--- config.mk ---
export PLATFORM = sky130hd
export DESIGN_NAME = stride_scheduler
export DESIGN_NICKNAME = d
export VERILOG_FILES = /design/src/rtl/ss_pkg.sv /design/src/rtl/stride_scheduler.sv /design/src/rtl/ss_div.sv /design/src/rtl/ss_front.sv /design/src/rtl/ss_queue.sv /design/src/rtl/ss_back.sv
export SDC_FILE = /design/constraint.sdc
export NUM_CORES = 1
export LEC_CHECK = 0
export BUFFER_PORTS_ARGS = -buffer_cell sky130_fd_sc_hd__buf_2
export CAP_MARGIN = 40
export CORE_MARGIN = 4
export CORE_UTILIZATION = 55
export CTS_CLUSTER_SIZE = 24
export DETAILED_ROUTE_END_ITERATION = 6
export PLACE_DENSITY = 0.76
export SYNTH_ARGS = -nofsm -noshare
export SYNTH_HDL_FRONTEND = slang
export SYNTH_HIERARCHICAL = 1
export SYNTH_SLANG_ARGS = --single-unit
--- constraint.sdc ---
create_clock -name clk -period 27.4 [get_ports clk]
set_input_delay 0 -clock clk [delete_from_list [all_inputs] [get_ports clk]]
set_output_delay 0 -clock clk [all_outputs]
set_load 0.05 [all_outputs]
--- src/rtl/ss_pkg.sv ---
// Shared constants, item type and codes for the stride scheduler.
package ss_pkg;

  localparam int NUM_SLOTS   = 8;
  localparam int IDX_W       = $clog2(NUM_SLOTS);
  localparam int SLOT_W      = 3;
  localparam int PRIO_W      = 8;
  localparam int QUANTA_W    = 16;
  localparam int STRIDE_W    = 17;
  localparam int PASS_W      = 32;

  // Stride numerator: 1.0 in Q1.16 fixed point.
  localparam logic [STRIDE_W-1:0] STRIDE_ONE = STRIDE_W'(65536);
  localparam int DIV_STEPS   = STRIDE_W;
  localparam int DIV_CNT_W   = $clog2(DIV_STEPS + 1);

  localparam int QUEUE_DEPTH = 2;
  localparam int QPTR_W      = $clog2(QUEUE_DEPTH);
  localparam int QCNT_W      = $clog2(QUEUE_DEPTH + 1);

  localparam logic REQ_LOAD = 1'b0;
  localparam logic REQ_TICK = 1'b1;

  typedef struct packed {
    logic                req_type;
    logic [SLOT_W-1:0]   slot;
    logic [PRIO_W-1:0]   prio;
    logic [QUANTA_W-1:0] quanta;
    logic [STRIDE_W-1:0] stride;
  } ss_item_t;

  typedef struct packed {
    logic     valid;
    ss_item_t item;
  } ss_queue_out_t;

endpackage

--- src/rtl/stride_scheduler.sv ---
// A tick is served by a serial scan over all NUM_SLOTS slots in the back end (8-slot scan).
// A load is held in the front end while the 17-step stride divider forms its stride.
// The back end finishes one tick before it takes the next item; the front takes no item while dividing.
// The two-entry queue lets the front accept while the back scans or the output stalls.
// Reset (synchronous, rst high) clears the slot table, the queue and all handshakes.
module stride_scheduler import ss_pkg::*; (
  input  logic                clk,
  input  logic                rst,
  input  logic                in_valid,
  output logic                in_stall,
  input  logic                req_type,
  input  logic [SLOT_W-1:0]   slot,
  input  logic [PRIO_W-1:0]   priority_req,
  input  logic [QUANTA_W-1:0] quanta,
  output logic                out_valid,
  input  logic                out_stall,
  output logic [SLOT_W-1:0]   chosen_slot,
  output logic                none_ready
);

  logic          push;
  ss_item_t      push_item;
  logic          q_full;
  logic          pop;
  ss_queue_out_t head;

  ss_front u_front (
    .clk          (clk),
    .rst          (rst),
    .in_valid     (in_valid),
    .in_stall     (in_stall),
    .req_type     (req_type),
    .slot         (slot),
    .priority_req (priority_req),
    .quanta       (quanta),
    .q_full       (q_full),
    .push         (push),
    .push_item    (push_item)
  );

  ss_queue u_queue (
    .clk       (clk),
    .rst       (rst),
    .push      (push),
    .push_item (push_item),
    .full      (q_full),
    .pop       (pop),
    .head      (head)
  );

  ss_back u_back (
    .clk         (clk),
    .rst         (rst),
    .head        (head),
    .pop         (pop),
    .out_valid   (out_valid),
    .out_stall   (out_stall),
    .chosen_slot (chosen_slot),
    .none_ready  (none_ready)
  );

endmodule

--- src/rtl/ss_div.sv ---
// Restoring divider that forms the stride, one quotient bit per cycle.
module ss_div import ss_pkg::*; (
  input  logic                clk,
  input  logic                rst,
  input  logic                start,
  input  logic [PRIO_W-1:0]   divisor,
  output logic                busy,
  output logic [STRIDE_W-1:0] quot
);

  logic [STRIDE_W-1:0]  work;
  logic [PRIO_W-1:0]    rem;
  logic [PRIO_W-1:0]    dvs;
  logic [DIV_CNT_W-1:0] cnt;
  logic [PRIO_W:0]      rem_sh;
  logic [PRIO_W:0]      diff;
  logic                 ge;

  assign rem_sh = {rem, work[STRIDE_W-1]};
  assign ge     = rem_sh >= {1'b0, dvs};
  assign diff   = rem_sh - {1'b0, dvs};
  assign quot   = work;

  always_ff @(posedge clk) begin
    if (rst) begin
      busy <= 1'b0;
      cnt  <= '0;
    end else if (start) begin
      busy <= 1'b1;
      cnt  <= DIV_CNT_W'(DIV_STEPS);
    end else if (busy) begin
      cnt <= cnt - 1'b1;
      if (cnt == DIV_CNT_W'(1)) begin
        busy <= 1'b0;
      end
    end
  end

  // A zero divisor always subtracts, so the quotient saturates to all ones.
  always_ff @(posedge clk) begin
    if (start) begin
      work <= STRIDE_ONE;
      rem  <= '0;
      dvs  <= divisor;
    end else if (busy) begin
      work <= {work[STRIDE_W-2:0], ge};
      rem  <= ge ? diff[PRIO_W-1:0] : rem_sh[PRIO_W-1:0];
    end
  end

endmodule

--- src/rtl/ss_front.sv ---
// Front end: accepts items, computes the stride of a load, pushes to the queue.
module ss_front import ss_pkg::*; (
  input  logic                clk,
  input  logic                rst,
  input  logic                in_valid,
  output logic                in_stall,
  input  logic                req_type,
  input  logic [SLOT_W-1:0]   slot,
  input  logic [PRIO_W-1:0]   priority_req,
  input  logic [QUANTA_W-1:0] quanta,
  input  logic                q_full,
  output logic                push,
  output ss_item_t            push_item
);

  logic                hold_valid;
  logic                hold_type;
  logic [SLOT_W-1:0]   hold_slot;
  logic [PRIO_W-1:0]   hold_prio;
  logic [QUANTA_W-1:0] hold_quanta;
  logic                accept;
  logic                div_start;
  logic                div_busy;
  logic [STRIDE_W-1:0] div_quot;

  assign push      = hold_valid && !div_busy && !q_full;
  assign in_stall  = hold_valid && !push;
  assign accept    = in_valid && !in_stall;
  assign div_start = accept && (req_type == REQ_LOAD);

  ss_div u_div (
    .clk     (clk),
    .rst     (rst),
    .start   (div_start),
    .divisor (priority_req),
    .busy    (div_busy),
    .quot    (div_quot)
  );

  always_ff @(posedge clk) begin
    if (rst) begin
      hold_valid <= 1'b0;
    end else if (accept) begin
      hold_valid <= 1'b1;
    end else if (push) begin
      hold_valid <= 1'b0;
    end
  end

  always_ff @(posedge clk) begin
    if (accept) begin
      hold_type   <= req_type;
      hold_slot   <= slot;
      hold_prio   <= priority_req;
      hold_quanta <= quanta;
    end
  end

  always_comb begin
    push_item.req_type = hold_type;
    push_item.slot     = hold_slot;
    push_item.prio     = hold_prio;
    push_item.quanta   = hold_quanta;
    push_item.stride   = div_quot;
  end

endmodule

--- src/rtl/ss_queue.sv ---
// Short FIFO between front and back ends.
module ss_queue import ss_pkg::*; (
  input  logic          clk,
  input  logic          rst,
  input  logic          push,
  input  ss_item_t      push_item,
  output logic          full,
  input  logic          pop,
  output ss_queue_out_t head
);

  ss_item_t          entries [QUEUE_DEPTH];
  logic [QPTR_W-1:0] wr_ptr;
  logic [QPTR_W-1:0] rd_ptr;
  logic [QCNT_W-1:0] count;

  assign full       = count == QCNT_W'(QUEUE_DEPTH);
  assign head.valid = count != '0;
  assign head.item  = entries[rd_ptr];

  always_ff @(posedge clk) begin
    if (rst) begin
      wr_ptr <= '0;
      rd_ptr <= '0;
      count  <= '0;
    end else begin
      if (push) begin
        wr_ptr <= wr_ptr + 1'b1;
      end
      if (pop) begin
        rd_ptr <= rd_ptr + 1'b1;
      end
      unique case ({push, pop})
        2'b10:   count <= count + 1'b1;
        2'b01:   count <= count - 1'b1;
        default: count <= count;
      endcase
    end
  end

  always_ff @(posedge clk) begin
    if (push) begin
      entries[wr_ptr] <= push_item;
    end
  end

endmodule

--- src/rtl/ss_back.sv ---
// Back end: slot table, serial minimum-pass scan and the result register.
module ss_back import ss_pkg::*; (
  input  logic                clk,
  input  logic                rst,
  input  ss_queue_out_t       head,
  output logic                pop,
  output logic                out_valid,
  input  logic                out_stall,
  output logic [SLOT_W-1:0]   chosen_slot,
  output logic                none_ready
);

  localparam logic [1:0] ST_IDLE   = 2'd0;
  localparam logic [1:0] ST_SCAN   = 2'd1;
  localparam logic [1:0] ST_UPDATE = 2'd2;

  logic [PASS_W-1:0]   pass_value    [NUM_SLOTS];
  logic [STRIDE_W-1:0] stride_value  [NUM_SLOTS];
  logic [PRIO_W-1:0]   slot_priority [NUM_SLOTS];
  logic [QUANTA_W-1:0] quanta_left   [NUM_SLOTS];

  logic [1:0]          state;
  logic [IDX_W-1:0]    scan_idx;
  logic                found;
  logic [IDX_W-1:0]    best_idx;
  logic [PASS_W-1:0]   best_pass;
  logic [STRIDE_W-1:0] best_stride;
  logic [PRIO_W-1:0]   best_prio;
  logic [QUANTA_W-1:0] best_quanta;

  logic                cand_active;
  logic                cand_beats;
  logic                take;
  logic                scan_last;
  logic                load_hit;
  logic                out_free;
  logic [PASS_W:0]     pass_sum;
  logic [PASS_W-1:0]   pass_next;
  logic [IDX_W-1:0]    load_idx;

  assign out_free    = !out_valid || !out_stall;
  assign pop         = (state == ST_IDLE) && head.valid;
  assign load_idx    = IDX_W'(head.item.slot);
  assign load_hit    = pop && (head.item.req_type == REQ_LOAD)
                       && (int'(head.item.slot) < NUM_SLOTS);

  assign cand_active = quanta_left[scan_idx] != '0;
  assign cand_beats  = !found
                       || (pass_value[scan_idx] < best_pass)
                       || ((pass_value[scan_idx] == best_pass)
                           && (slot_priority[scan_idx] > best_prio));
  assign take        = cand_active && cand_beats;
  assign scan_last   = scan_idx == IDX_W'(NUM_SLOTS - 1);

  // Saturate the pass on overflow.
  assign pass_sum  = {1'b0, best_pass} + (PASS_W + 1)'(best_stride);
  assign pass_next = pass_sum[PASS_W] ? '1 : pass_sum[PASS_W-1:0];

  always_ff @(posedge clk) begin
    if (rst) begin
      state     <= ST_IDLE;
      out_valid <= 1'b0;
      found     <= 1'b0;
      scan_idx  <= '0;
    end else begin
      if ((state == ST_UPDATE) && out_free) begin
        out_valid <= 1'b1;
      end else if (!out_stall) begin
        out_valid <= 1'b0;
      end
      unique case (state)
        ST_IDLE: begin
          if (pop && (head.item.req_type == REQ_TICK)) begin
            found    <= 1'b0;
            scan_idx <= '0;
            state    <= ST_SCAN;
          end
        end
        ST_SCAN: begin
          if (take) begin
            found <= 1'b1;
          end
          if (scan_last) begin
            state <= ST_UPDATE;
          end else begin
            scan_idx <= scan_idx + 1'b1;
          end
        end
        ST_UPDATE: begin
          if (out_free) begin
            state <= ST_IDLE;
          end
        end
        default: state <= ST_IDLE;
      endcase
    end
  end

  always_ff @(posedge clk) begin
    if ((state == ST_SCAN) && take) begin
      best_idx    <= scan_idx;
      best_pass   <= pass_value[scan_idx];
      best_stride <= stride_value[scan_idx];
      best_prio   <= slot_priority[scan_idx];
      best_quanta <= quanta_left[scan_idx];
    end
    if ((state == ST_UPDATE) && out_free) begin
      chosen_slot <= found ? SLOT_W'(best_idx) : '0;
      none_ready  <= !found;
    end
  end

  always_ff @(posedge clk) begin
    if (rst) begin
      for (int i = 0; i < NUM_SLOTS; i++) begin
        pass_value[i]    <= '0;
        stride_value[i]  <= '0;
        slot_priority[i] <= '0;
        quanta_left[i]   <= '0;
      end
    end else if (load_hit) begin
      pass_value[load_idx]    <= '0;
      stride_value[load_idx]  <= head.item.stride;
      slot_priority[load_idx] <= head.item.prio;
      quanta_left[load_idx]   <= head.item.quanta;
    end else if ((state == ST_UPDATE) && out_free && found) begin
      pass_value[best_idx]  <= pass_next;
      quanta_left[best_idx] <= best_quanta - 1'b1;
    end
  end

endmodule

==> flow_summary.rst, run 1 <==
.. list-table::
   :header-rows: 1

   * - Metric
     - Value
   * - Status
     - completed
   * - Vertical die dimension
     - about 270 um
   * - Most used standard cells in the synthesized netlist
     - edfxtp_1 (790), nor2_1 (333), and2_1 (211)
   * - Arrival time of data at the critical path endpoint
     - 6.27 ns
   * - Drt drc
     - 0
   * - Number of enable-type register cells in the synthesized netlist
     - between 700 and 800
   * - Wirelength, routed
     - 87.49 mm
   * - Number of antenna violations at the first check in global routing
     - 0
   * - Core Footprint
     - a little under 0.07 mm2
   * - Syn-to-layout area delta
     - 11.47%
   * - Area enclosed by the die boundary
     - between 0.07 and 0.08 mm2
   * - First-pass DRT Iterations
     - 5
   * - Leakage dissipation
     - 14.78 nW
   * - Post-route minimum period
     - 6.033 ns
   * - Post-CTS Setup Repair Bufs
     - 0
   * - Type of element launching the critical path
     - flop
   * - Area leader, netlist
     - edfxtp_1
   * - Vias post-DR
     - 22180
   * - Horizontal die dimension
     - 269.4 um
   * - Portion of synthesized cell area occupied by the leading cell type
     - 0.6310
   * - Unique cell type count in the Yosys netlist
     - 91
   * - Final Power
     - 3.252 mW
   * - Drt wl/cell
     - 24.58 um
   * - HPWL after detailed placement
     - 49.92 mm
   * - Max rail drop VDD
     - 0.00006257 V
   * - Critical path class
     - reg2reg
   * - Top fanout value on the critical path
     - 57
   * - Post-synthesis instance total
     - 2541
   * - Post-synthesis net count
     - 2646
   * - Setup total negative slack
     - 0 ns
   * - Share of synthesized area occupied by flip-flops and latches
     - 0.6561
   * - Number of global-route vias before repair
     - 22980
   * - Worst-path clk slew
     - roughly 0.060 ns
   * - Max Slew Vio Count
     - 0
   * - Worst slew margin relative to its limit
     - 0.3988
   * - Antenna diode count
     - 0
   * - Post-synthesis average cell area
     - 14.79 um2
   * - Floorplan row count
     - 95
   * - Portion of the clock cycle consumed by the worst path in the final layout
     - 0.2202
   * - Largest net degree at the start of global routing
     - 58
   * - Data required time at the worst endpoint
     - 27.64 ns
   * - Post-Synthesis Cell Area
     - 0.03759 mm2
   * - TritonCTS buffer count
     - 85
   * - Worst-margin pin slew
     - 0.9018 ns
   * - Share of async-settable or async-resettable flops after synthesis
     - 0
   * - Setup repair after global routing missed its margin
     - no
   * - Initial cell density of the core
     - 0.5568
   * - First-pass GRT wire length
     - 133.7 mm
   * - Clock tree from TritonCTS
     - done
   * - H-tree levels
     - 3
   * - Final weighted congestion in routability-driven placement
     - about 0.9
   * - Clk Tree Root Cell
     - clkbuf_16
   * - Leading post-synthesis cells by cell area
     - edfxtp_1 (63%), mux4_2 (6.8%), and2_1 (3.5%)
   * - Achievable frequency
     - 0.1658 GHz
   * - Count of final setup violators
     - 0
   * - # resized after CTS
     - 0
   * - Overflow left after global routing
     - 0
   * - Number of max-cap violations
     - 0
   * - GRT Util Overall
     - 0.2378
   * - Hold Fails Final Rpt
     - 0
   * - Number of clock sinks
     - 837
   * - CTS Hold Bufs
     - 33
   * - Min-Delay Path Class
     - in2reg
   * - Power per standard cell area
     - 77.61 mW/mm2
   * - Layout cells sized above 1
     - 0.1977
   * - Latest clock arrival within the worst-skew pair
     - 0.63 ns
   * - Layout Skew
     - between 0.015 and 0.02 ns
   * - IO Pins
     - 38
   * - Count of port buffers added during placement
     - 37
   * - Drt first-iter violations
     - 2351
   * - Register bit total from synthesis
     - between 800 and 900
   * - Nets@finish
     - 2723
   * - Yosys warnings
     - 6
   * - Setup crit end kind
     - flop
   * - Most frequently used flop master after synthesis
     - edfxtp_1
   * - Final antenna-violating net count
     - 0
   * - Number of buffers on the longest clock path
     - 3
   * - Most frequent cell after synthesis
     - edfxtp_1
   * - Via density
     - roughly 6.2
[critical path, stage by stage, from the launching register on]
cell	delay [ns]
dfxtp_4	0.57
buf_4	0.71
buf_4	0.64
mux4_2	0.58
mux2_2	0.30
ha_1	0.27
and2_0	0.17
a221o_1	0.30
a221oi_1	0.45
o21ai_0	0.30
o221a_2	0.35
nor3_2	0.21
buf_4	0.71
[power breakdown]
group | internal [mW] | switching (mW) | total [mW]
Combinational | 0.193 | 0.351 | 0.544
Clock | 0.675 | 0.473 | 1.15
Sequential | 1.51 | 0.0468 | 1.56
Total | 2.38 | 0.871 | 3.25
[sequential cells by signal, indices dropped and copies added (netlist names), 2 cells and up, named ones only]
register and cells:
u_back/best_idx 3, u_back/best_pass 32, u_back/best_prio 8, u_back/best_quanta 16, u_back/best_stride 17, u_back/chosen_slot 3
u_back/pass_value 256, u_back/quanta_left 128, u_back/scan_idx 3, u_back/slot_priority 64, u_back/state 2, u_back/stride_value 136
u_front/hold_prio 8, u_front/hold_quanta 16, u_front/hold_slot 3, u_front/u_div/cnt 5, u_front/u_div/dvs 8, u_front/u_div/quot 17
u_front/u_div/rem 8, u_queue/count 2, u_queue/entries 90
[cells by family after synthesis]
kind of cell	synth area share
compound gates	0.05552
xor+xnor	0.008587
fa+ha+maj	0.02470
buf+inv	0.02346
flops	0.6561
mux	0.1234
simple gates	0.1083
[metal layers]
metal,vias to the layer above,share of wire,global-route usage
met5,-,0,0
met4,0,0.024,0.07025
met3,171,0.077,0.03725
met2,1024,0.49,0.3996
met1,11250,0.40,0.3254
li1,9740,-,-
[cell type report]
class                      instances  area [um2]
clock buffer                     109        2288
clock inverter                    46       473.0
fill                            4783       25610
timing repair buffer             128        1003
multi-input combinational       1496       12110
tap                              873        1092
inverter                          70       262.8
sequential                       837       24680
[per-stage QoR]
stage	utilization	std cells	area (um2)	hold WS (ns)	setup WS, ns
3_5_place_dp	0.5749	3371	38810	0.1781	21.29
6_report	0.6207	3559	41910	0.07737	21.37
2_1_floorplan	-	2541	37590	0.06907	18.39
4_1_cts	0.6207	3559	41910	0.03444	21.28
3_3_place_gp	0.5737	3367	38730	0.1765	21.44
5_1_grt	0.6207	3559	41910	0.07210	20.93
[cells in the final DEF, fill, tap and decap left out, types with 8 or more instances in the layout]
cell type / count
a211oi_1: 11
a21o_1: 15
a21oi_1: 133
a221oi_1: 19
a22o_1: 16
a31oi_1: 8
and2_1: 210
buf_2: 37
buf_4: 54
bufinv_16: 9
clkbuf_1: 18
clkbuf_16: 86
clkinv_1: 16
clkinv_2: 13
dfxtp_1: 41
dlygate4sd3_1: 33
edfxtp_1: 790
ha_1: 71
inv_1: 69
mux2_2: 103
mux2i_1: 91
mux4_2: 114
nand2_1: 36
nand2b_1: 16
nand2b_2: 8
nand3_1: 17
nand4_1: 12
nor2_1: 331
nor3_1: 56
nor3_2: 12
nor4_1: 8
o211ai_1: 9
o21ai_0: 20
o21ai_2: 8
o22ai_2: 8
or2_1: 8
or2_2: 10
xnor2_1: 26
xor2_1: 9
[final timing paths]
| check | to | cells after the start | from | slack, ns |
|---|---|---|---|---|
| worst max-delay path | u_back/best_stride[15] | 12 | flop | 21.37 |
| worst min-delay path | u_front/hold_quanta[7] | 2 | quanta[7] | 0.08 |
| worst max register to register | u_back/best_stride[15] | 12 | flop | 21.37 |
| worst min register to register | u_queue/entries[1][25] | 0 | u_front/hold_quanta[8] | 0.45 |
No activity file was read; power rests on OpenSTA's default activity.
==> run 2, diff against run 1 <==
--- a/config.mk
+++ b/config.mk
@@ -5,6 +5,7 @@
 export SDC_FILE = /design/constraint.sdc
 export NUM_CORES = 1
 export LEC_CHECK = 0
+export ABC_AREA = 1
 export BUFFER_PORTS_ARGS = -buffer_cell sky130_fd_sc_hd__buf_2
 export CAP_MARGIN = 40
 export CORE_MARGIN = 4
==> constraint.sdc (replaced) <==
create_clock -name clk -period 5.8 [get_ports clk]
set_input_delay 0 -clock clk [delete_from_list [all_inputs] [get_ports clk]]
set_output_delay 0 -clock clk [all_outputs]
set_load 0.05 [all_outputs]
==> run 2 against run 1 <==
First-iteration DRC count rose by 27%; flip-flop and latch count is the same; critical endpoint is now u_back/best_pass[9]; critical path type unchanged; largest power group unchanged; clock skew up 0.050 ns; sequential power grew to 5.0 times the previous value; sequential share of layout area is 0.97 points lower; clock power grew to 4.7 times the previous value.
==> flow_summary.rst, run 2 <==
.. list-table::
   :header-rows: 1

   * - Metric
     - Value
   * - Status
     - completed (unchanged)
   * - Worst slew margin relative to its limit
     - 0.2861 (was 0.3988)
   * - Portion of the clock cycle consumed by the worst path in the final layout
     - 0.7921 (was 0.2202)
   * - First-pass GRT wire length
     - 146.6 mm (was 133.7 mm)
   * - Initial cell density of the core
     - 0.5571 (was 0.5568)
   * - Nets@finish
     - 3896 (was 2723)
   * - Latest clock arrival within the worst-skew pair
     - 0.66 ns (was 0.63 ns)
   * - Post-placement setup slack
     - 1.397 ns (was 21.29 ns)
   * - Number of enable-type register cells in the synthesized netlist
     - 790 (unchanged)
   * - Post-synthesis average cell area
     - 10.22 um2 (was 14.79 um2)
   * - Horizontal die dimension
     - 272.3 um (was 269.4 um)
   * - Type of element launching the critical path
     - flop (unchanged)
   * - Syn-to-layout area delta
     - 10.92% (was 11.47%)
   * - Floorplan row count
     - 96 (was 95)
   * - Critical path class
     - reg2reg (unchanged)
   * - Drt drc
     - 0 (unchanged)
   * - Clk Tree Root Cell
     - clkbuf_16 (unchanged)
   * - Most frequent cells in the layout
     - nor2_1 (1133), edfxtp_1 (790), nand2_1 (530), o21ai_0 (281), inv_1 (230) (was edfxtp_1 (790), nor2_1 (331), and2_1 (210), a21oi_1 (133), mux4_2 (114))
   * - HPWL after detailed placement
     - 53.41 mm (was 49.92 mm)
   * - Number of clock sinks
     - 837 (unchanged)
   * - Number of global-route vias before repair
     - 26350 (was 22980)
   * - Number of antenna violations at the first check in global routing
     - 0 (unchanged)
   * - GRT Util Overall
     - 0.2516 (was 0.2378)
   * - Most used standard cells in the synthesized netlist
     - nor2_1 (1134), edfxtp_1 (790), nand2_1 (546) (was edfxtp_1 (790), nor2_1 (333), and2_1 (211))
   * - Origin of the worst min-delay path
     - quanta[8] (was quanta[7])
   * - Clock tree from TritonCTS
     - done (unchanged)
   * - Number of buffers on the longest clock path
     - 3 (unchanged)
   * - Max Slew Vio Count
     - 0 (unchanged)
   * - Post-route minimum period
     - 4.594 ns (was 6.033 ns)
   * - Number of max-cap violations
     - 0 (unchanged)
   * - Final weighted congestion in routability-driven placement
     - 0.9706 (was 0.8836)
   * - Share of synthesized area occupied by flip-flops and latches
     - 0.6421 (was 0.6561)
   * - Max rail drop VDD
     - 0.0005055 V (was 0.00006257 V)
   * - Drt first-iter violations
     - 2982 (was 2351)
   * - Antenna diode count
     - 0 (unchanged)
   * - Hold Fails Final Rpt
     - 0 (unchanged)
   * - Setup crit end kind
     - flop (unchanged)
   * - Post-synthesis net count
     - 3863 (was 2646)
   * - Count of port buffers added during placement
     - 37 (unchanged)
   * - Register with the highest flop count
     - u_back/pass_value (unchanged)
   * - Layout cells sized above 1
     - 0.09098 (was 0.1977)
   * - Largest registers
     - u_back/pass_value: 256 flops, u_back/stride_value: 136 flops, u_back/quanta_left: 128 flops (unchanged)
   * - Largest net degree at the start of global routing
     - 225 (was 58)
   * - Most frequent standard cell in the layout excluding fill and tap cells
     - nor2_1 (was edfxtp_1)
   * - Post-layout worst setup margin
     - 1.206 ns (was 21.37 ns)
   * - Post-synthesis instance total
     - 3758 (was 2541)
   * - Filler cell count in the final layout
     - 5401 (was 4783)
   * - Count of final setup violators
     - 0 (unchanged)
   * - Overflow left after global routing
     - 0 (unchanged)
   * - Wirelength, routed
     - 94.39 mm (was 87.49 mm)
   * - Min-Delay Path Class
     - in2reg (unchanged)
   * - Leading post-synthesis cells by cell area
     - edfxtp_1 (62%), nor2_1 (11%), nand2_1 (5.3%) (was edfxtp_1 (63%), mux4_2 (6.8%), and2_1 (3.5%))
   * - Drt wl/cell
     - 19.71 um (was 24.58 um)
   * - Worst-path clk slew
     - 0.06 ns (about the same)
   * - Leakage dissipation
     - 16.74 nW (was 14.78 nW)
   * - Vias post-DR
     - 27250 (was 22180)
   * - Arrival time of data at the critical path endpoint
     - 4.86 ns (was 6.27 ns)
   * - Final Power
     - 19.59 mW (was 3.252 mW)
   * - Most frequent cell after synthesis
     - nor2_1 (was edfxtp_1)
   * - Area leader, netlist
     - edfxtp_1 (unchanged)
   * - Post-CTS Setup Repair Bufs
     - 0 (unchanged)
   * - Register bit total from synthesis
     - 837 (unchanged)
   * - Portion of synthesized cell area occupied by the leading cell type
     - 0.6176 (was 0.6310)
   * - Max FFs per register
     - 256 (unchanged)
   * - Setup repair after global routing missed its margin
     - no (unchanged)
   * - Vertical die dimension
     - 272.3 um (was 269.4 um)
   * - Layout Skew
     - 0.06935 ns (was 0.01904 ns)
   * - Core Footprint
     - 0.06895 mm2 (was 0.06751 mm2)
   * - First-pass DRT Iterations
     - 5 (unchanged)
   * - Post-Synthesis Cell Area
     - 0.03841 mm2 (was 0.03759 mm2)
   * - TritonCTS buffer count
     - 86 (was 85)
   * - Worst-margin pin slew
     - 1.071 ns (was 0.9018 ns)
   * - # resized after CTS
     - 0 (unchanged)
   * - Share of async-settable or async-resettable flops after synthesis
     - 0 (unchanged)
   * - Setup total negative slack
     - 0 ns (unchanged)
   * - Yosys warnings
     - 6 (unchanged)
   * - Via density
     - 5.690 (was 6.233)
   * - Power per standard cell area
     - 459.7 mW/mm2 (was 77.61 mW/mm2)
   * - Top fanout value on the critical path
     - 224 (was 57)
   * - CTS Hold Bufs
     - 33 (unchanged)
   * - Final antenna-violating net count
     - 0 (unchanged)
   * - Data required time at the worst endpoint
     - 6.07 ns (was 27.64 ns)
   * - Most frequently used flop master after synthesis
     - edfxtp_1 (unchanged)
   * - Area enclosed by the die boundary
     - 0.07413 mm2 (was 0.07260 mm2)
   * - H-tree levels
     - 3 (unchanged)
   * - IO Pins
     - 38 (unchanged)
   * - Achievable frequency
     - 0.2177 GHz (was 0.1658 GHz)
   * - Unique cell type count in the Yosys netlist
     - 52 (was 91)
-- run 2: final cells by class --
cell class,instances,area [um2],share of cell area
Tap cell,931,1165,0.02734
Clock buffer,118,2355,0.05527
Timing Repair Buffer,138,1159,0.02719
Clock inverter,37,395.4,0.009280
Sequential cell,837,24670,0.5791
Multi-Input combinational cell,2483,11930,0.2800
Inverter,245,927.1,0.02176
-- run 2: through the flow --
stage | cell area, um2 | std cells | util | hold WS, ns
floorplan | 38410 | 3758 | - | 0.06907
global placement | 39420 | 4596 | 0.5717 | 0.1768
detailed placement | 39520 | 4601 | 0.5733 | 0.1783
CTS | 42600 | 4789 | 0.6179 | 0.01060
global route | 42600 | 4789 | 0.6179 | 0.03930
finish | 42600 | 4789 | 0.6179 | 0.05707
-- run 2: path summary, 6_finish.rpt --
kind / end / slack, ns / depth (start not counted)
worst min register to register: u_queue/entries[0][32] / 0.45 / 0
worst max-delay path: u_back/best_pass[9] / 1.21 / 15
worst min-delay path: u_front/hold_quanta[8] / 0.06 / 2
worst max register to register: u_back/best_pass[9] / 1.21 / 15
-- run 2: power breakdown --
part	internal [mW]	switching, mW
logic	1.98	4.48
clock network	3.09	2.29
registers	7.43	0.313
total	12.5	7.09
-- run 2: worst max-delay path, cell delays in order, from the launching register on --
cell and delay (ns):
dfxtp_4 0.38, buf_12 0.65, o21ai_0 0.24, o22ai_1 0.22, nor2_1 0.06, a31oi_1 0.26
ha_1 0.31, a21oi_1 0.15, nor2_1 0.05, nor2_1 0.07, nand3_1 0.07, a21oi_1 0.23
nand2_1 0.17, nand2_1 0.12, and3_4 0.59, buf_4 0.42
-- run 2: cells by family (layout without fill, tap and decap cells) --
group / Yosys count / after routing / synth area share
xor gates and xnor gates: 24 / 24 / 0.005473
buffers and inverters: 438 / 538 / 0.04864
DFF: 837 / 837 / 0.6421
muxes: 49 / 49 / 0.01814
AOI/OAI and AO/OA: 497 / 497 / 0.07199
adders and majority gates: 73 / 73 / 0.02417
and+or+nand+nor: 1840 / 1840 / 0.1895
-- run 2: per-layer routing --
layer / track usage / wire length, um / vias up
met5: 0 / 0 / -
met4: 0.08468 / 2819 / 0
met3: 0.03920 / 8438 / 209
met2: 0.4142 / 45210 / 1327
met1: 0.3457 / 37930 / 12990
li1: - / - / 12730
==> run 3, diff against run 2 <==
--- a/config.mk
+++ b/config.mk
@@ -5,14 +5,14 @@
 export SDC_FILE = /design/constraint.sdc
 export NUM_CORES = 1
 export LEC_CHECK = 0
-export ABC_AREA = 1
+export ABC_AREA = 0
 export BUFFER_PORTS_ARGS = -buffer_cell sky130_fd_sc_hd__buf_2
 export CAP_MARGIN = 40
 export CORE_MARGIN = 4
 export CORE_UTILIZATION = 55
 export CTS_CLUSTER_SIZE = 24
 export DETAILED_ROUTE_END_ITERATION = 6
-export PLACE_DENSITY = 0.76
+export PLACE_DENSITY = 0.79
 export SYNTH_ARGS = -nofsm -noshare
 export SYNTH_HDL_FRONTEND = slang
 export SYNTH_HIERARCHICAL = 1
==> constraint.sdc (replaced) <==
create_clock -name clk -period 4.2 [get_ports clk]
set_input_delay 0 -clock clk [delete_from_list [all_inputs] [get_ports clk]]
set_output_delay 0 -clock clk [all_outputs]
set_load 0.05 [all_outputs]
==> run 3 against run 2 <==
Global-route usage decreased by 1.2 points; clock power increased by 38%; critical path type unchanged; non-clock buffer count increased by 4; clock skew decreased by 0.046 ns; via count decreased by 18%; sequential power increased by 32%; utilization increased by 0.67 points.
==> flow_summary.rst, run 3 (synthesis gave the netlist of run 1 again) <==
.. list-table::
   :header-rows: 1

   * - Metric
     - Value
   * - Latest clock arrival within the worst-skew pair
     - 0.64 ns (was 0.66 ns)
   * - IO Pins
     - 38 (unchanged)
   * - Most frequent cells in the layout
     - edfxtp_1 (790), nor2_1 (331), and2_1 (210), a21oi_1 (133), mux4_2 (114) (was nor2_1 (1133), edfxtp_1 (790), nand2_1 (530), o21ai_0 (281), inv_1 (230))
   * - Type of element launching the critical path
     - flop (unchanged)
   * - Layout cells sized above 1
     - 0.2055 (was 0.09098)
   * - GRT Util Overall
     - 0.2395 (was 0.2516)
   * - Endpoint of the most critical register-to-register path
     - u_back/best_pass[30] (was u_back/best_pass[9])
   * - Worst-path clk slew
     - 0.06 ns (about the same)
   * - Final cell count without fillers
     - 3571 (was 4789)
   * - Achievable frequency
     - 0.2444 GHz (was 0.2177 GHz)
   * - Largest registers
     - u_back/pass_value: 256 flops, u_back/stride_value: 136 flops, u_back/quanta_left: 128 flops (unchanged)
   * - Worst path max stage delay
     - 0.55 ns (was 0.65 ns)
   * - Max rail drop VDD
     - 0.0004163 V (was 0.0005055 V)
   * - TritonCTS buffer count
     - 82 (was 86)
   * - Worst-margin pin slew
     - 0.9336 ns (was 1.071 ns)
   * - Nets@finish
     - 2734 (was 3896)
   * - H-tree levels
     - 3 (unchanged)
   * - Data required time at the worst endpoint
     - 4.48 ns (was 6.07 ns)
   * - Wirelength, routed
     - 88.20 mm (was 94.39 mm)
   * - Number of buffers on the longest clock path
     - 3 (unchanged)
   * - Final core utilization
     - 0.6246 (was 0.6179)
   * - Layout Skew
     - 0.02380 ns (was 0.06935 ns)
   * - Gate family responsible for the most delay along the worst path
     - compound AO/OA/AOI/OAI gates (was simple AND/OR/NAND/NOR gates)
   * - Initial cell density of the core
     - 0.5568 (was 0.5571)
   * - Max FFs per register
     - 256 (unchanged)
   * - Min-Delay Path Class
     - in2reg (unchanged)
   * - Most common cell on crit path
     - buf_12 (was nor2_1)
   * - Status
     - completed (unchanged)
   * - Portion of the clock cycle consumed by the worst path in the final layout
     - 0.9743 (was 0.7921)
   * - Post-route minimum period
     - 4.092 ns (was 4.594 ns)
   * - Number of clock sinks
     - 837 (unchanged)
   * - Count of final setup violators
     - 0 (unchanged)
   * - Area enclosed by the die boundary
     - 0.07260 mm2 (was 0.07413 mm2)
   * - Worst Hold End
     - u_front/hold_quanta[9] (was u_front/hold_quanta[8])
   * - Syn-to-layout area delta
     - 12.18% (was 10.92%)
   * - Filler cell count in the final layout
     - 4658 (was 5401)
   * - Logic depth of the worst setup path including buffers
     - 11 (was 15)
   * - Top fanout value on the critical path
     - 57 (was 224)
   * - Worst Hold Margin
     - 0.08516 ns (was 0.05707 ns)
   * - Via density
     - 6.272 (was 5.690)
   * - Number of max-cap violations
     - 0 (unchanged)
   * - Worst slew margin relative to its limit
     - 0.3776 (was 0.2861)
   * - Most frequent standard cell in the layout excluding fill and tap cells
     - edfxtp_1 (was nor2_1)
   * - Count of cells along the worst hold path
     - 2 (unchanged)
   * - Vertical die dimension
     - 269.4 um (was 272.3 um)
   * - Clock tree from TritonCTS
     - done (unchanged)
   * - Power per standard cell area
     - 504.6 mW/mm2 (was 459.7 mW/mm2)
   * - Setup crit end kind
     - flop (unchanged)
   * - Final weighted congestion in routability-driven placement
     - 0.8931 (was 0.9706)
   * - Post-route design area
     - 0.04217 mm2 (was 0.04260 mm2)
   * - Origin of the worst min-delay path
     - quanta[9] (was quanta[8])
   * - Number of global-route vias before repair
     - 23210 (was 26350)
   * - Post-placement setup slack
     - 0.1554 ns (was 1.397 ns)
   * - Leakage dissipation
     - 14.87 nW (was 16.74 nW)
   * - Critical path class
     - reg2reg (unchanged)
   * - Minimum setup slack among reg-to-reg paths
     - 0.11 ns (was 1.21 ns)
   * - Overflow left after global routing
     - 0 (unchanged)
   * - Total placed instance area
     - 0.03912 mm2 (was 0.03952 mm2)
   * - Post-CTS Setup Repair Bufs
     - 0 (unchanged)
   * - First-pass GRT wire length
     - 135.4 mm (was 146.6 mm)
   * - Final Power
     - 21.28 mW (was 19.59 mW)
   * - Post-layout worst setup margin
     - 0.1078 ns (was 1.206 ns)
   * - Count of port buffers added during placement
     - 37 (unchanged)
   * - Worst path bufs/invs
     - 2 (unchanged)
   * - Register with the highest flop count
     - u_back/pass_value (unchanged)
   * - Final antenna-violating net count
     - 0 (unchanged)
   * - Max Slew Vio Count
     - 0 (unchanged)
   * - Arrival time of data at the critical path endpoint
     - 4.38 ns (was 4.86 ns)
   * - Vias post-DR
     - 22400 (was 27250)
   * - Setup total negative slack
     - 0 ns (unchanged)
   * - Worst reg2reg path depth
     - 11 (was 15)
   * - CP Cell Sequence
     - buf_12 -> mux4_2 -> mux2_2 -> ha_1 -> a21oi_1 -> o21ai_0 -> a221oi_1 -> o21ai_1 -> o221a_2 -> nor3_4 -> buf_12 (was buf_12 -> o21ai_0 -> o22ai_1 -> nor2_1 -> a31oi_1 -> ha_1 -> a21oi_1 -> nor2_1 -> nor2_1 -> nand3_1 -> a21oi_1 -> nand2_1 -> nand2_1 -> and3_4 -> buf_4)
   * - Critical path's slowest cell
     - mux4_2 (was buf_12)
   * - First-pass DRT Iterations
     - 5 (unchanged)
   * - Cell count after placement
     - 3385 (was 4601)
   * - Hold Fails Final Rpt
     - 0 (unchanged)
   * - Drt wl/cell
     - 24.70 um (was 19.71 um)
   * - Setup repair after global routing missed its margin
     - no (unchanged)
   * - Number of antenna violations at the first check in global routing
     - 1 (was 0)
   * - Core Footprint
     - 0.06751 mm2 (was 0.06895 mm2)
   * - Drt drc
     - 0 (unchanged)
   * - Largest net degree at the start of global routing
     - 65 (was 225)
   * - Horizontal die dimension
     - 269.4 um (was 272.3 um)
   * - Floorplan row count
     - 95 (was 96)
   * - HPWL after detailed placement
     - 51.85 mm (was 53.41 mm)
   * - Clk Tree Root Cell
     - clkbuf_16 (unchanged)
   * - Drt first-iter violations
     - 2472 (was 2982)
-- run 3: cell types whose count changed in the layout (fill, tap and decap cells not counted), moves of 49 or more --
cell and change:
o21ai_0 -262, mux2i_1 +87, a21oi_1 +82, a31oi_1 -49, o22ai_1 -56, mux2_2 +95
inv_1 -161, nor2_1 -802, nand3_1 -69, mux4_2 +114, and2_1 +209, nand2_1 -494
-- run 3: final cells by class --
cell class | instances | area [um2] | share of cell area
Multi-Input combinational cell | 1496 | 12170 | 0.2885
Clock buffer | 99 | 2180 | 0.05168
Inverter | 70 | 262.8 | 0.006231
Timing Repair Buffer | 142 | 1256 | 0.02979
Sequential cell | 837 | 24670 | 0.5851
Tap cell | 873 | 1092 | 0.02590
Clock inverter | 52 | 534.3 | 0.01267
Antenna cell | 2 | 5.005 | 0.0001187
-- run 3: worst max path at each step --
stage                     startpoint              endpoint  slack (ns)
after CTS                       flop  u_back/best_pass[30]        0.17
after global placement          flop  u_back/best_pass[16]        0.28
after detailed placement        flop  u_back/best_pass[30]        0.16
after global routing            flop  u_back/best_pass[28]       0.002
final                           flop  u_back/best_pass[30]        0.11
after floorplan                 flop    u_back/best_idx[0]       -0.79
-- run 3: report_power, final --
part           total (mW)  switching [mW]  internal [mW]
Sequential           10.2           0.353           9.86
Combinational        3.64            2.33           1.32
Clock                7.42            3.14           4.28
-- run 3: layer usage --
metal | track usage | wire length [um] | share of wire
met1 | 0.3125 | 33340 | 0.38
met2 | 0.4144 | 44430 | 0.50
met3 | 0.03725 | 7768 | 0.088
met4 | 0.08090 | 2666 | 0.030
met5 | 0 | 0 | 0
-- run 3: timing repair --
action	in CTS	in global routing
hold buffers	33	0
endpoints found under the hold margin	89	0
gates resized for setup	0	0
